`config.mk`:
```
export PLATFORM = sky130hd
export DESIGN_NAME = pending_request_tracker
export DESIGN_NICKNAME = d
export VERILOG_FILES = /design/src/hdl/prt_pkg.sv /design/src/hdl/pending_request_tracker.sv
export SDC_FILE = /design/constraint.sdc
export NUM_CORES = 1
export LEC_CHECK = 0
export BUFFER_PORTS_ARGS = -buffer_cell sky130_fd_sc_hd__clkbuf_2
export CAP_MARGIN = 10
export CORE_ASPECT_RATIO = 1.4
export CORE_MARGIN = 2
export CORE_UTILIZATION = 55
export CTS_BUF_LIST = sky130_fd_sc_hd__clkbuf_4 sky130_fd_sc_hd__clkbuf_8 sky130_fd_sc_hd__clkbuf_16
export CTS_CLUSTER_DIAMETER = 40
export CTS_CLUSTER_SIZE = 28
export DETAILED_ROUTE_END_ITERATION = 10
export HOLD_SLACK_MARGIN = 0.06
export PLACE_DENSITY = 0.74
export SYNTH_ARGS = -nofsm -noshare
export SYNTH_HDL_FRONTEND = slang
export SYNTH_SLANG_ARGS = --single-unit
```
`constraint.sdc`:
```
create_clock -name clk -period 14.4 [get_ports clk]
set_input_delay 2.88 -clock clk [delete_from_list [all_inputs] [get_ports clk]]
set_output_delay 2.88 -clock clk [all_outputs]
set_load 0.005 [all_outputs]
```
`src/hdl/prt_pkg.sv`:
```
// prt_pkg: shared constants and types for the pending request tracker
// table geometry, operation modes, status and event codes, entry layout
// no dependencies
package prt_pkg;

    // table geometry
    localparam int TABLE_DEPTH = 16;
    localparam int TAG_WIDTH   = 8;
    localparam int IDX_W       = (TABLE_DEPTH > 1) ? $clog2(TABLE_DEPTH) : 1;
    localparam int CNT_W       = $clog2(TABLE_DEPTH + 1);

    // port field widths
    localparam int MODE_W   = 2;
    localparam int ID_W     = 32;
    localparam int TIME_W   = 32;
    localparam int TAGP_W   = 8;
    localparam int STATUS_W = 3;
    localparam int EVENT_W  = 2;
    localparam int COUNT_W  = 5;

    // operation modes
    localparam logic [MODE_W-1:0] MODE_REGISTER = 2'd0;
    localparam logic [MODE_W-1:0] MODE_CANCEL   = 2'd1;
    localparam logic [MODE_W-1:0] MODE_RESOLVE  = 2'd2;
    localparam logic [MODE_W-1:0] MODE_TICK     = 2'd3;

    // status codes
    localparam logic [STATUS_W-1:0] ST_OK        = 3'd0;
    localparam logic [STATUS_W-1:0] ST_INVALID   = 3'd1;
    localparam logic [STATUS_W-1:0] ST_IN_USE    = 3'd2;
    localparam logic [STATUS_W-1:0] ST_FULL      = 3'd3;
    localparam logic [STATUS_W-1:0] ST_NOT_FOUND = 3'd4;

    // event codes
    localparam logic [EVENT_W-1:0] EV_NONE     = 2'd0;
    localparam logic [EVENT_W-1:0] EV_RESPONSE = 2'd1;
    localparam logic [EVENT_W-1:0] EV_TIMEOUT  = 2'd2;

    // one table entry as held in the entry memory
    typedef struct packed {
        logic [ID_W-1:0]      corr;
        logic [TIME_W-1:0]    deadline;
        logic [TAG_WIDTH-1:0] tag;
    } entry_t;

endpackage

```
`src/hdl/pending_request_tracker.sv`:
```
// pending_request_tracker: table of outstanding requests with timeout expiry
// holds the entry memory, per-entry valid flops and the scan sequencer
// depends on prt_pkg
//
// A transaction is taken when start is high and busy is low; busy then stays
// high up to the cycle in which the last result of that transaction is shown,
// and is already low in that cycle. Results come
// out on done, one per cycle, and must be captured in that cycle since the
// block cannot be held off. Register, cancel and resolve give one result;
// a tick gives one timeout result per expired entry in slot order and carries
// the expiry count on its final result. A transaction with an invalid argument
// skips the scan and goes from start straight to its result; every other one
// reads the entry memory once per slot through its single read port before
// giving its final result. Tick timeout results appear during the scan,
// trailing each found entry by one expired entry. The valid flags are cleared
// by reset, so no clearing pass is needed.
module pending_request_tracker
    import prt_pkg::*;
(
    input  logic                clk,
    input  logic                rst_n,
    input  logic                start,
    output logic                busy,
    input  logic [MODE_W-1:0]   mode,
    input  logic [ID_W-1:0]     correlation_id,
    input  logic [TIME_W-1:0]   deadline_ms,
    input  logic [TIME_W-1:0]   now_ms,
    input  logic [TAGP_W-1:0]   requester_tag,
    input  logic                handler_present,
    input  logic                is_response,
    output logic                done,
    output logic [STATUS_W-1:0] status,
    output logic [EVENT_W-1:0]  event_res,
    output logic [TAGP_W-1:0]   tag_out,
    output logic [ID_W-1:0]     correlation_out,
    output logic [COUNT_W-1:0]  expired_count,
    output logic                last
);

    // sequencer states
    localparam logic [1:0] S_IDLE   = 2'd0;
    localparam logic [1:0] S_SCAN   = 2'd1;
    localparam logic [1:0] S_FINISH = 2'd2;

    localparam logic [IDX_W-1:0] LAST_IDX = IDX_W'(TABLE_DEPTH - 1);

    // entry memory and its read data
    entry_t mem [TABLE_DEPTH];
    entry_t rd_data_reg;

    logic [1:0]             state_reg;
    logic [TABLE_DEPTH-1:0] valid_reg;

    // latched transaction
    logic [MODE_W-1:0]    mode_reg;
    logic [ID_W-1:0]      id_reg;
    logic [TIME_W-1:0]    deadline_reg;
    logic [TIME_W-1:0]    now_reg;
    logic [TAG_WIDTH-1:0] req_tag_reg;
    logic                 fail_reg;

    // scan pipeline
    logic [CNT_W-1:0] rd_cnt_reg;
    logic             rd_vld_reg;
    logic [IDX_W-1:0] rd_idx_reg;

    // scan findings
    logic                 found_reg;
    logic [IDX_W-1:0]     hit_idx_reg;
    logic [TAG_WIDTH-1:0] held_tag_reg;
    logic [ID_W-1:0]      held_corr_reg;
    logic                 dup_reg;
    logic                 free_found_reg;
    logic [IDX_W-1:0]     free_idx_reg;
    logic [COUNT_W-1:0]   count_reg;

    // result registers
    logic                done_reg;
    logic [STATUS_W-1:0] status_reg;
    logic [EVENT_W-1:0]  event_reg;
    logic [TAGP_W-1:0]   tag_out_reg;
    logic [ID_W-1:0]     corr_out_reg;
    logic [COUNT_W-1:0]  count_out_reg;
    logic                last_reg;

    logic             accept;
    logic             start_fail;
    logic             issue;
    logic [IDX_W-1:0] rd_addr;
    logic             ent_valid;
    logic             ent_hit;
    logic             ent_free;
    logic             ent_expire;
    logic [TIME_W-1:0] age;
    logic             mem_we;
    entry_t           mem_wdata;

    assign busy   = (state_reg != S_IDLE);
    assign accept = start && !busy;

    // argument checks done at accept time
    assign start_fail = ((mode == MODE_REGISTER) && ((correlation_id == '0) || !handler_present))
                     || ((mode == MODE_CANCEL) && (correlation_id == '0))
                     || ((mode == MODE_RESOLVE) && ((correlation_id == '0) || !is_response));

    // read issue, one slot per cycle
    assign issue   = (state_reg == S_SCAN) && (rd_cnt_reg < CNT_W'(TABLE_DEPTH));
    assign rd_addr = rd_cnt_reg[IDX_W-1:0];

    // entry evaluation on returned read data
    assign ent_valid  = valid_reg[rd_idx_reg];
    assign age        = now_reg - rd_data_reg.deadline;
    assign ent_hit    = rd_vld_reg && ent_valid && (rd_data_reg.corr == id_reg);
    assign ent_free   = rd_vld_reg && !ent_valid;
    assign ent_expire = rd_vld_reg && ent_valid && !age[TIME_W-1];

    // new entry write at the end of a successful register
    assign mem_we = (state_reg == S_FINISH) && (mode_reg == MODE_REGISTER)
                 && !fail_reg && !dup_reg && free_found_reg;
    assign mem_wdata = '{corr: id_reg, deadline: deadline_reg, tag: req_tag_reg};

    // entry memory, synchronous read
    always_ff @(posedge clk)
    begin
        if (mem_we)
        begin
            mem[free_idx_reg] <= mem_wdata;
        end
        if (issue)
        begin
            rd_data_reg <= mem[rd_addr];
        end
    end

    // sequencer, valid flags and results
    always_ff @(posedge clk or negedge rst_n)
    begin
        if (!rst_n)
        begin
            state_reg      <= S_IDLE;
            valid_reg      <= '0;
            rd_cnt_reg     <= '0;
            rd_vld_reg     <= 1'b0;
            rd_idx_reg     <= '0;
            found_reg      <= 1'b0;
            dup_reg        <= 1'b0;
            free_found_reg <= 1'b0;
            count_reg      <= '0;
            done_reg       <= 1'b0;
            last_reg       <= 1'b0;
        end
        else
        begin
            done_reg   <= 1'b0;
            rd_vld_reg <= issue;
            rd_idx_reg <= rd_addr;
            if (issue)
            begin
                rd_cnt_reg <= rd_cnt_reg + CNT_W'(1);
            end

            unique case (state_reg)
                S_IDLE:
                begin
                    if (accept)
                    begin
                        state_reg      <= start_fail ? S_FINISH : S_SCAN;
                        rd_cnt_reg     <= '0;
                        found_reg      <= 1'b0;
                        dup_reg        <= 1'b0;
                        free_found_reg <= 1'b0;
                        count_reg      <= '0;
                    end
                end

                S_SCAN:
                begin
                    if ((mode_reg == MODE_CANCEL) || (mode_reg == MODE_RESOLVE))
                    begin
                        if (ent_hit && !found_reg)
                        begin
                            found_reg <= 1'b1;
                        end
                    end
                    else if (mode_reg == MODE_REGISTER)
                    begin
                        if (ent_hit)
                        begin
                            dup_reg <= 1'b1;
                        end
                        if (ent_free && !free_found_reg)
                        begin
                            free_found_reg <= 1'b1;
                        end
                    end
                    else
                    begin
                        // tick: free the entry, flush the previously held one
                        if (ent_expire)
                        begin
                            valid_reg[rd_idx_reg] <= 1'b0;
                            found_reg             <= 1'b1;
                            count_reg             <= count_reg + COUNT_W'(1);
                            if (found_reg)
                            begin
                                done_reg <= 1'b1;
                                last_reg <= 1'b0;
                            end
                        end
                    end
                    if (rd_vld_reg && (rd_idx_reg == LAST_IDX))
                    begin
                        state_reg <= S_FINISH;
                    end
                end

                S_FINISH:
                begin
                    state_reg <= S_IDLE;
                    done_reg  <= 1'b1;
                    last_reg  <= 1'b1;
                    if (mem_we)
                    begin
                        valid_reg[free_idx_reg] <= 1'b1;
                    end
                    if (((mode_reg == MODE_CANCEL) || (mode_reg == MODE_RESOLVE))
                        && !fail_reg && found_reg)
                    begin
                        valid_reg[hit_idx_reg] <= 1'b0;
                    end
                end

                default:
                begin
                    state_reg <= S_IDLE;
                end
            endcase
        end
    end

    // transaction latch, scan payload and result payload
    always_ff @(posedge clk)
    begin
        if (accept)
        begin
            mode_reg     <= mode;
            id_reg       <= correlation_id;
            deadline_reg <= deadline_ms;
            now_reg      <= now_ms;
            req_tag_reg  <= TAG_WIDTH'(requester_tag);
            fail_reg     <= start_fail;
        end

        // capture first free slot and matched or expired entry
        if (state_reg == S_SCAN)
        begin
            if ((mode_reg == MODE_REGISTER) && ent_free && !free_found_reg)
            begin
                free_idx_reg <= rd_idx_reg;
            end
            if ((((mode_reg == MODE_CANCEL) || (mode_reg == MODE_RESOLVE))
                 && ent_hit && !found_reg)
                || ((mode_reg == MODE_TICK) && ent_expire))
            begin
                hit_idx_reg   <= rd_idx_reg;
                held_tag_reg  <= rd_data_reg.tag;
                held_corr_reg <= rd_data_reg.corr;
            end
            // timeout result for the held entry
            if ((mode_reg == MODE_TICK) && ent_expire && found_reg)
            begin
                status_reg    <= ST_OK;
                event_reg     <= EV_TIMEOUT;
                tag_out_reg   <= TAGP_W'(held_tag_reg);
                corr_out_reg  <= held_corr_reg;
                count_out_reg <= '0;
            end
        end

        // final result of the transaction
        if (state_reg == S_FINISH)
        begin
            status_reg    <= ST_OK;
            event_reg     <= EV_NONE;
            tag_out_reg   <= '0;
            corr_out_reg  <= '0;
            count_out_reg <= '0;
            priority if (fail_reg)
            begin
                status_reg <= ST_INVALID;
            end
            else if (mode_reg == MODE_REGISTER)
            begin
                if (dup_reg)
                begin
                    status_reg <= ST_IN_USE;
                end
                else if (!free_found_reg)
                begin
                    status_reg <= ST_FULL;
                end
            end
            else if (mode_reg == MODE_TICK)
            begin
                if (found_reg)
                begin
                    event_reg     <= EV_TIMEOUT;
                    tag_out_reg   <= TAGP_W'(held_tag_reg);
                    corr_out_reg  <= held_corr_reg;
                    count_out_reg <= count_reg;
                end
            end
            else if (!found_reg)
            begin
                status_reg <= ST_NOT_FOUND;
            end
            else if (mode_reg == MODE_RESOLVE)
            begin
                event_reg    <= EV_RESPONSE;
                tag_out_reg  <= TAGP_W'(held_tag_reg);
                corr_out_reg <= held_corr_reg;
            end
        end
    end

    // result ports
    assign done            = done_reg;
    assign status          = status_reg;
    assign event_res       = event_reg;
    assign tag_out         = tag_out_reg;
    assign correlation_out = corr_out_reg;
    assign expired_count   = count_out_reg;
    assign last            = last_reg;

    // accepted transaction always raises busy
    a_accept_busy: assert property (@(posedge clk) disable iff (!rst_n)
        accept |=> busy)
        else $error("busy not raised after accepted transaction");

    // final result is shown with the block already released
    a_last_idle: assert property (@(posedge clk) disable iff (!rst_n)
        (done && last) |-> !busy)
        else $error("block still busy during final result");

    // only tick timeouts produce non-final results
    a_nonlast_timeout: assert property (@(posedge clk) disable iff (!rst_n)
        (done && !last) |-> (event_res == EV_TIMEOUT && expired_count == '0))
        else $error("non-final result that is not a timeout");

    // events carry ok status
    a_event_ok: assert property (@(posedge clk) disable iff (!rst_n)
        (done && event_res != EV_NONE) |-> (status == ST_OK))
        else $error("event with failing status");

    // no result unless a transaction was in progress
    a_done_busy: assert property (@(posedge clk) disable iff (!rst_n)
        done |-> $past(busy))
        else $error("result without a transaction in progress");

endmodule
```
==> flow_metrics.py, run 1 <==
metrics = {
    "sta": {
        "setup_violations": 0,
        "final_max_slew_viol_count": 0,
        "unrepaired_setup_endpoints_after_global_routing": "false",
        "hold_viol_final": 0,
        "timing.final.crit_period_ps": 4613,
        "setup_total_negative_slack_ps": 0,
        "max_clock_freq_mhz": 216.8,
        "fin_worst_skew_ps": 44.08,
        "tightest_slew_ps": 1196,
        "timing.final.crit_share": 0.3203,
        "max-slew-margin-rel": 0.2026,
    },
    "synth": {
        "average_cell_area_after_synthesis_um2": 18.98,
        "synth_top_flop_cell": "edfxtp_1",
        "yosysSeqAreaShare": 0.7772,
        "synth.top_cells.by_area": "edfxtp_1, mux4_2, mux2i_1, dfrtp_1, o21ai_0",
        "synth_top_area_frac": 0.7604,
        "dominant_combinational_cell_family_by_area_after_synthesis": "multiplexers",
        "yosys.area_share.adder": 0.008425,
        "synth_xor_area_frac": 0.005587,
        "post_synth_inst_count": 2974,
        "yosys_warnings": 0,
        "postSynthNetCount": 3123,
        "number_of_enable_type_register_cells_in_the_synthesized_netlist": 1429,
        "number_of_library_cell_types_mapped_by_synthesis": 62,
        "synth_area_in_compound_gates": 0.05337,
        "synth-simple-area-share": 0.02891,
        "syn_area_mm2": 0.05643,
        "synth_seq_cells": 1467,
        "postSynth.asyncResetShare": 0.02590,
        "synth_top_cell_by_area": "edfxtp_1",
        "post_synth_mux_area_share": 0.1125,
    },
    "global_routing": {
        "grt_remaining_overflow": 0,
        "grt_antenna_before_repair": 0,
        "track_usage": 0.2485,
        "grt_max_degree": 146,
        "first_global_vias": 29610,
        "grt_first_pass_wirelength_mm": 189.1,
    },
    "pwr": {
        "vdd_ir_drop_max_v": 0.0001293,
        "report.power.total_w": 0.008286,
        "power.density_cell_area_mw_per_mm2": 130.5,
        "power.static_leakage_nw": 22.22,
    },
    "placed_design": {
        "hpwl_mm": 67.09,
        "gp_congestion": 0.8947,
        "placement.cell_area_mm2": 0.05897,
        "placement.io_buffers": 163,
    },
    "final_layout": {
        "summed_area_of_non_filler_cells_in_the_final_layout_mm2": 0.06352,
        "fraction_of_final_layout_cells_sized_beyond_drive_strength_1": 0.2183,
        "largest_reg_flops": 1152,
        "antenna_cells_inserted": 0,
        "area.growth.synth_to_final_pct": 12.55,
        "total_number_of_nets_in_the_final_design": 3336,
        "total_of_fill_cells_in_the_finished_design": 6843,
    },
    "clocking": {
        "tritoncts": "done",
        "post_cts_resize_count": 0,
        "worstSkewPairLatency_ps": 780,
        "clockBufferDepth": 3,
        "cts_setup_buffers": 0,
        "cts.root.buffer_cell": "clkbuf_16",
        "clk_transition_reported_paths_ps": 70,
        "cts_buffers": 130,
        "hold_bufs_at_cts": 0,
        "clkSinkCount": 1467,
        "cts_max_level": 4,
    },
    "min_path": {
        "timing.hold.worst.class": "reg -> reg",
    },
    "setup_path": {
        "timing.critical_path.fanout_max": 5,
        "worst_path_max_delay_cell": "dfrtp_1",
        "timing.critical_path.slowest_cell_delay_ps": 390,
        "path_delay_family": "flip-flops",
        "cp_data_required_time_ps": 11520,
        "worst_setup_path_endpoint": "busy",
        "end_kind": "output pin",
        "critical_path.startpoint_type": "register",
        "critical_path.cell_chain": "inv_1, ha_1, inv_1, clkbuf_2",
        "setup.worst_path.class": "reg -> out",
        "setup.worst_path.start": "state_reg[0]",
        "cp.arrival_ps": 1730,
        "crit_cells": 4,
        "cpMostUsedCell": "inv_1",
        "crit-reg2reg-launch": "rd_cnt_reg[2]",
        "number_of_cells_on_the_worst_reg_to_reg_path": 8,
        "crit-reg2reg-capture": "rd_data_reg[71]",
        "worst-path-buf-inv": 3,
        "setup.reg_to_reg.worst_slack_ps": 9950,
    },
    "route": {
        "wl_mm": 129.3,
        "total_via_count_in_the_routed_design": 29270,
        "first_iter_violations": 3307,
        "avgRoutedWirePerCell_um": 27.95,
        "route.detailed.vias_per_inst": 6.325,
        "antenna_nets_post_route": 0,
        "drtPass1Iterations": 6,
        "drt_drc_violations_left": 0,
    },
    "floorplan": {
        "io_pins": 164,
        "fp-row-count": 139,
        "die_height_um": 383.0,
        "start_util": 0.5528,
        "core_area_mm2": 0.1021,
        "die_footprint_mm2": 0.1052,
        "die-width_um": 274.7,
    },
    "outcome": {
        "outcome": "complete, no violations",
    },
    "flow_run": {
        "maxCapViolations": 0,
    },
}
==> worst min-delay path by stage <==
stage	cells past startpoint	to	slack [ps]	start
global placement	0	held_tag_reg[1]	410	rd_data_reg[1]
finish	0	held_tag_reg[2]	420	rd_data_reg[2]
CTS	0	held_tag_reg[2]	420	rd_data_reg[2]
global route	0	held_tag_reg[1]	430	rd_data_reg[1]
detailed placement	0	held_tag_reg[2]	400	rd_data_reg[2]
floorplan	0	rd_idx_reg[3]	370	rd_cnt_reg[3]
==> metal layers <==
metal  wire [um]  vias to the layer above  global-route usage  share of wire
met5           0                        -                   0              0
met4        5719                        0              0.1083          0.044
met3       10740                      279             0.04005          0.083
met2       65460                     1497              0.4177           0.51
met1       47420                    15050              0.3216           0.37
li1            -                    12450                   -              -
==> worst reg2reg max path, delay by kind of cell, from the launching register on <==
| family | cells | cell delay (ps) |
|---|---|---|
| AO/OA/AOI/OAI | 3 | 670 |
| buffers and inverters | 3 | 1650 |
| flip-flops | 1 | 990 |
| AND/OR/NAND/NOR | 2 | 900 |
==> cells in the mapped netlist, types with 8 or more instances <==
| master | instances |
|---|---|
| nor2_1 | 40 |
| a21boi_0 | 9 |
| mux2i_1 | 219 |
| nand2b_1 | 9 |
| edfxtp_1 | 1429 |
| nand2_1 | 121 |
| inv_1 | 50 |
| dfrtp_1 | 38 |
| nor3_1 | 9 |
| a21oi_1 | 102 |
| a22oi_1 | 73 |
| mux2_2 | 73 |
| and3_1 | 8 |
| ha_1 | 38 |
| buf_1 | 10 |
| nor4_1 | 18 |
| o22ai_1 | 10 |
| buf_2 | 32 |
| a221oi_1 | 73 |
| o21ai_0 | 177 |
| a31oi_1 | 10 |
| clkbuf_1 | 93 |
| nand4_1 | 13 |
| mux4_2 | 148 |
| xor2_1 | 35 |
| and2_1 | 48 |
| nand3_1 | 23 |
==> logic make-up (layout without fill, tap and decap cells) <==
group / Yosys count / after routing
DFF: 1467 / 1467
adders and majority gates: 38 / 38
AOI/OAI and AO/OA: 479 / 479
buffers and inverters: 191 / 506
and+or+nand+nor: 323 / 323
muxes: 440 / 440
xor gates and xnor gates: 36 / 36
==> area by class of cell <==
class / count / area, um2 / area share
clock buffers: 150 / 3526 / 0.05551
clock inverters: 84 / 1017 / 0.01602
inverters: 51 / 191.4 / 0.003014
multi-input cells: 1316 / 11960 / 0.1882
flip-flops and latches: 1467 / 43870 / 0.6908
well taps: 1339 / 1675 / 0.02638
repair buffers: 221 / 1276 / 0.02009
==> placed cells by master, fill, tap and decap left out, types with 7 or more instances in the layout <==
master	Yosys	layout
a21boi_0	9	9
a21oi_1	102	101
a221oi_1	73	73
a22oi_1	73	73
a31oi_1	10	10
and2_1	48	46
and3_1	8	8
buf_4	1	56
bufinv_16	0	11
clkbuf_16	0	137
clkbuf_2	0	163
clkbuf_4	0	13
clkinv_2	0	10
clkinv_4	0	10
clkinvlp_4	0	9
dfrtp_1	38	34
edfxtp_1	1429	1429
ha_1	38	38
inv_1	50	50
inv_6	0	17
inv_8	0	11
mux2_2	73	73
mux2i_1	219	219
mux4_2	148	148
nand2_1	121	121
nand2b_1	9	8
nand3_1	23	23
nand4_1	13	13
nor2_1	40	27
nor2_4	1	14
nor3_2	3	7
nor4_1	18	17
o21ai_0	177	176
o22ai_1	10	10
xor2_1	35	35
==> through the flow <==
| step | std cells | hold slack [ps] | setup WS (ps) | util |
|---|---|---|---|---|
| after floorplan | 2974 | 370.4 | 7218 | - |
| after global placement | 4394 | 406.1 | 9306 | 0.5777 |
| after detailed placement | 4394 | 404.5 | 9226 | 0.5777 |
| after CTS | 4628 | 421.8 | 9741 | 0.6222 |
| after global routing | 4628 | 428.5 | 9677 | 0.6222 |
| final | 4628 | 421.0 | 9787 | 0.6222 |
==> where the power goes <==
group / total (W) / internal (W) / switching, W
combinational: 0.0000236 / 0.0000115 / 0.0000120
clock: 0.00365 / 0.00202 / 0.00163
sequential: 0.00461 / 0.00461 / 0
total: 0.00829 / 0.00665 / 0.00164
No activity file was read; power rests on OpenSTA's default activity.
==> run 2: changes to the inputs <==
--- a/config.mk
+++ b/config.mk
@@ -5,6 +5,7 @@
 export SDC_FILE = /design/constraint.sdc
 export NUM_CORES = 1
 export LEC_CHECK = 0
+export ABC_AREA = 1
 export BUFFER_PORTS_ARGS = -buffer_cell sky130_fd_sc_hd__clkbuf_2
 export CAP_MARGIN = 10
 export CORE_ASPECT_RATIO = 1.4
==> constraint.sdc (replaced) <==
create_clock -name clk -period 4.3 [get_ports clk]
set_input_delay 0.86 -clock clk [delete_from_list [all_inputs] [get_ports clk]]
set_output_delay 0.86 -clock clk [all_outputs]
set_load 0.005 [all_outputs]
==> flow_metrics.py, run 2 <==
metrics = {
    "outcome": {
        "outcome": "complete, no violations",
    },
    "synth": {
        "synth.top_cells.by_area": "edfxtp_1, nand2_1, o21ai_0, nor2_1, a21oi_1",
        "synthMostInstantiatedCell": "edfxtp_1",
        "post_synth_mux_area_share": 0,
        "synth-simple-area-share": 0.09800,
        "number_of_enable_type_register_cells_in_the_synthesized_netlist": 1429,
        "synth.top_cells.by_count": "edfxtp_1, nand2_1, o21ai_0, nor2_1, a21oi_1",
        "postSynth.asyncResetShare": 0.02590,
        "post_synth_inst_count": 4137,
        "yosys_warnings": 0,
        "yosysSeqAreaShare": 0.7739,
        "synth_xor_area_frac": 0.002627,
        "synth_top_flop_cell": "edfxtp_1",
        "synth_top_area_frac": 0.7571,
        "number_of_library_cell_types_mapped_by_synthesis": 42,
        "postSynthNetCount": 4286,
        "yosys.area_share.adder": 0.008389,
        "synth_seq_cells": 1467,
        "synth_top_cell_by_area": "edfxtp_1",
        "average_cell_area_after_synthesis_um2": 13.70,
        "dominant_combinational_cell_family_by_area_after_synthesis": "simple AND/OR/NAND/NOR gates",
        "syn_area_mm2": 0.05668,
        "synth_area_in_compound_gates": 0.08864,
    },
    "route": {
        "antenna_nets_post_route": 0,
        "routed_met3_length_mm": 14.18,
        "wl_mm": 144.2,
        "top_layer": "met4",
        "route.detailed.vias_per_inst": 6.184,
        "drt_drc_violations_left": 0,
        "avgRoutedWirePerCell_um": 25.25,
        "drtPass1Iterations": 6,
        "total_via_count_in_the_routed_design": 35310,
        "first_iter_violations": 4350,
        "wirelength_met1_mm": 52.41,
        "detailroute.wirelength.met2_mm": 71.23,
    },
    "floorplan": {
        "fp-row-count": 139,
        "io_pins": 164,
        "core_area_mm2": 0.1024,
        "start_util": 0.5533,
        "die_height_um": 383.8,
        "die_footprint_mm2": 0.1057,
        "die-width_um": 275.3,
    },
    "clocking": {
        "hold_bufs_at_cts": 0,
        "clk_transition_reported_paths_ps": 80,
        "cts.root.buffer_cell": "clkbuf_16",
        "post_cts_resize_count": 0,
        "cts_max_level": 3,
        "cts_setup_buffers": 0,
        "worstSkewPairLatency_ps": 750,
        "clockBufferDepth": 3,
        "tritoncts": "done",
        "cts_buffers": 119,
        "clkSinkCount": 1467,
    },
    "global_routing": {
        "grt_antenna_before_repair": 0,
        "grt_max_degree": 182,
        "grt_first_pass_wirelength_mm": 210.9,
        "grt_remaining_overflow": 0,
        "track_usage": 0.2713,
        "first_global_vias": 34090,
    },
    "sta": {
        "max_clock_freq_mhz": 301.9,
        "hold_viol_final": 0,
        "unrepaired_setup_endpoints_after_global_routing": "false",
        "timing.final.crit_share": 0.7703,
        "hold-worst-slack_ps": 268.4,
        "final_max_slew_viol_count": 0,
        "setup_violations": 0,
        "max-slew-margin-rel": 0.3108,
        "timing.final.crit_period_ps": 3312,
        "setup_total_negative_slack_ps": 0,
        "tightest_slew_ps": 1034,
        "fin_worst_skew_ps": 43.16,
    },
    "final_layout": {
        "fraction_of_final_layout_cells_sized_beyond_drive_strength_1": 0.1178,
        "post_layout_nonfiller_instances": 5710,
        "total_of_fill_cells_in_the_finished_design": 7309,
        "final_common_cell": "edfxtp_1",
        "antenna_cells_inserted": 0,
        "largest_reg_flops": 1152,
        "total_number_of_nets_in_the_final_design": 4417,
        "area.growth.synth_to_final_pct": 12.39,
        "mostFrequentLayoutCells": "edfxtp_1, nand2_1, o21ai_0",
        "summed_area_of_non_filler_cells_in_the_final_layout_mm2": 0.06370,
        "final_core_utilization": 0.6218,
    },
    "min_path": {
        "hold_path_end": "deadline_reg[16]",
        "hold_path_startpoint": "deadline_ms[16]",
        "timing.hold.worst.class": "in -> reg",
        "worst_hold_path.num_cells": 1,
    },
    "placed_design": {
        "placement.cell_area_mm2": 0.05929,
        "dp_cells": 5486,
        "hpwl_mm": 75.60,
        "placement.io_buffers": 163,
        "gp_congestion": 0.9107,
    },
    "setup_path": {
        "end_kind": "register",
        "number_of_cells_on_the_worst_reg_to_reg_path": 11,
        "cp_data_required_time_ps": 4690,
        "critical_path.startpoint_type": "register",
        "crit-reg2reg-capture": "held_tag_reg[7]",
        "setup.reg_to_reg.worst_slack_ps": 990,
        "cp.arrival_ps": 3700,
        "timing.critical_path.fanout_max": 44,
        "setup.worst_path.start": "rd_data_reg[30]",
        "crit-reg2reg-launch": "rd_data_reg[30]",
        "setup.worst_path.class": "reg -> reg",
    },
    "pwr": {
        "power.static_leakage_nw": 22.34,
        "vdd_ir_drop_max_v": 0.0004752,
        "power.density_cell_area_mw_per_mm2": 600.3,
    },
    "flow_run": {
        "maxCapViolations": 0,
    },
}
-- run 2: cell types whose count changed after synthesis, moves of 81 or more --
cell | before | now
nor2_1 | 40 | 371
a21oi_1 | 102 | 199
inv_1 | 50 | 167
nand2_1 | 121 | 726
mux4_2 | 148 | 0
o21ai_0 | 177 | 398
nand3_1 | 23 | 131
o22ai_1 | 10 | 91
mux2i_1 | 219 | 0
-- run 2: how the worst max path moves through the flow --
stage / endpoint / slack [ps] / cells after the start
3_5_place_dp: held_tag_reg[1] / 1030 / 13
5_1_grt: held_corr_reg[20] / 810 / 13
3_3_place_gp: held_tag_reg[5] / 1190 / 13
4_1_cts: held_corr_reg[20] / 980 / 13
2_1_floorplan: valid_reg[15] / 560 / 8
6_report: held_tag_reg[7] / 990 / 11
-- run 2: logic make-up (layout without fill, tap and decap cells) --
group	after synthesis	in the layout
flops	1467	1467
fa+ha+maj	38	38
simple gates	1348	1348
buf+inv	406	640
xor+xnor	17	17
compound gates	861	861
-- run 2: stage by stage --
step | setup slack [ps] | power, W
2_1_floorplan | 558.7 | 0.02343
3_5_place_dp | 1032 | 0.02649
6_report | 987.7 | 0.03824
5_1_grt | 809.4 | 0.03972
4_1_cts | 982.8 | 0.03824
3_3_place_gp | 1187 | 0.02620
-- run 2: power breakdown --
| part | switching [W] | internal, W |
|---|---|---|
| Sequential | 0.000992 | 0.0173 |
| Clock | 0.00557 | 0.00633 |
| Combinational | 0.00586 | 0.00222 |
-- run 2: routing by layer --
layer / up-vias / track usage
li1: 15530 / -
met1: 17310 / 0.3563
met2: 2107 / 0.4489
met3: 363 / 0.03913
met4: 0 / 0.1268
met5: - / 0
-- run 2: final cells by class --
class                      count  area [um2]  share of cell area
clock buffer                 130        3126             0.04907
tap                         1339        1675             0.02630
timing repair buffer         243        1767             0.02774
sequential                  1467       43880              0.6888
clock inverter                94        1282             0.02013
multi-input combinational   2264       11270              0.1769
inverter                     173       704.4             0.01106
-- run 2: worst max-delay path, stage by stage (launching register included) --
cell and delay [ps]:
edfxtp_1 360, inv_1 80, ha_1 250, a21o_1 190, nor2_1 110, nand2_1 80
a21oi_1 430, nand3_1 170, nand2_1 270, nand4_1 200, o21ai_4 110, buf_4 650
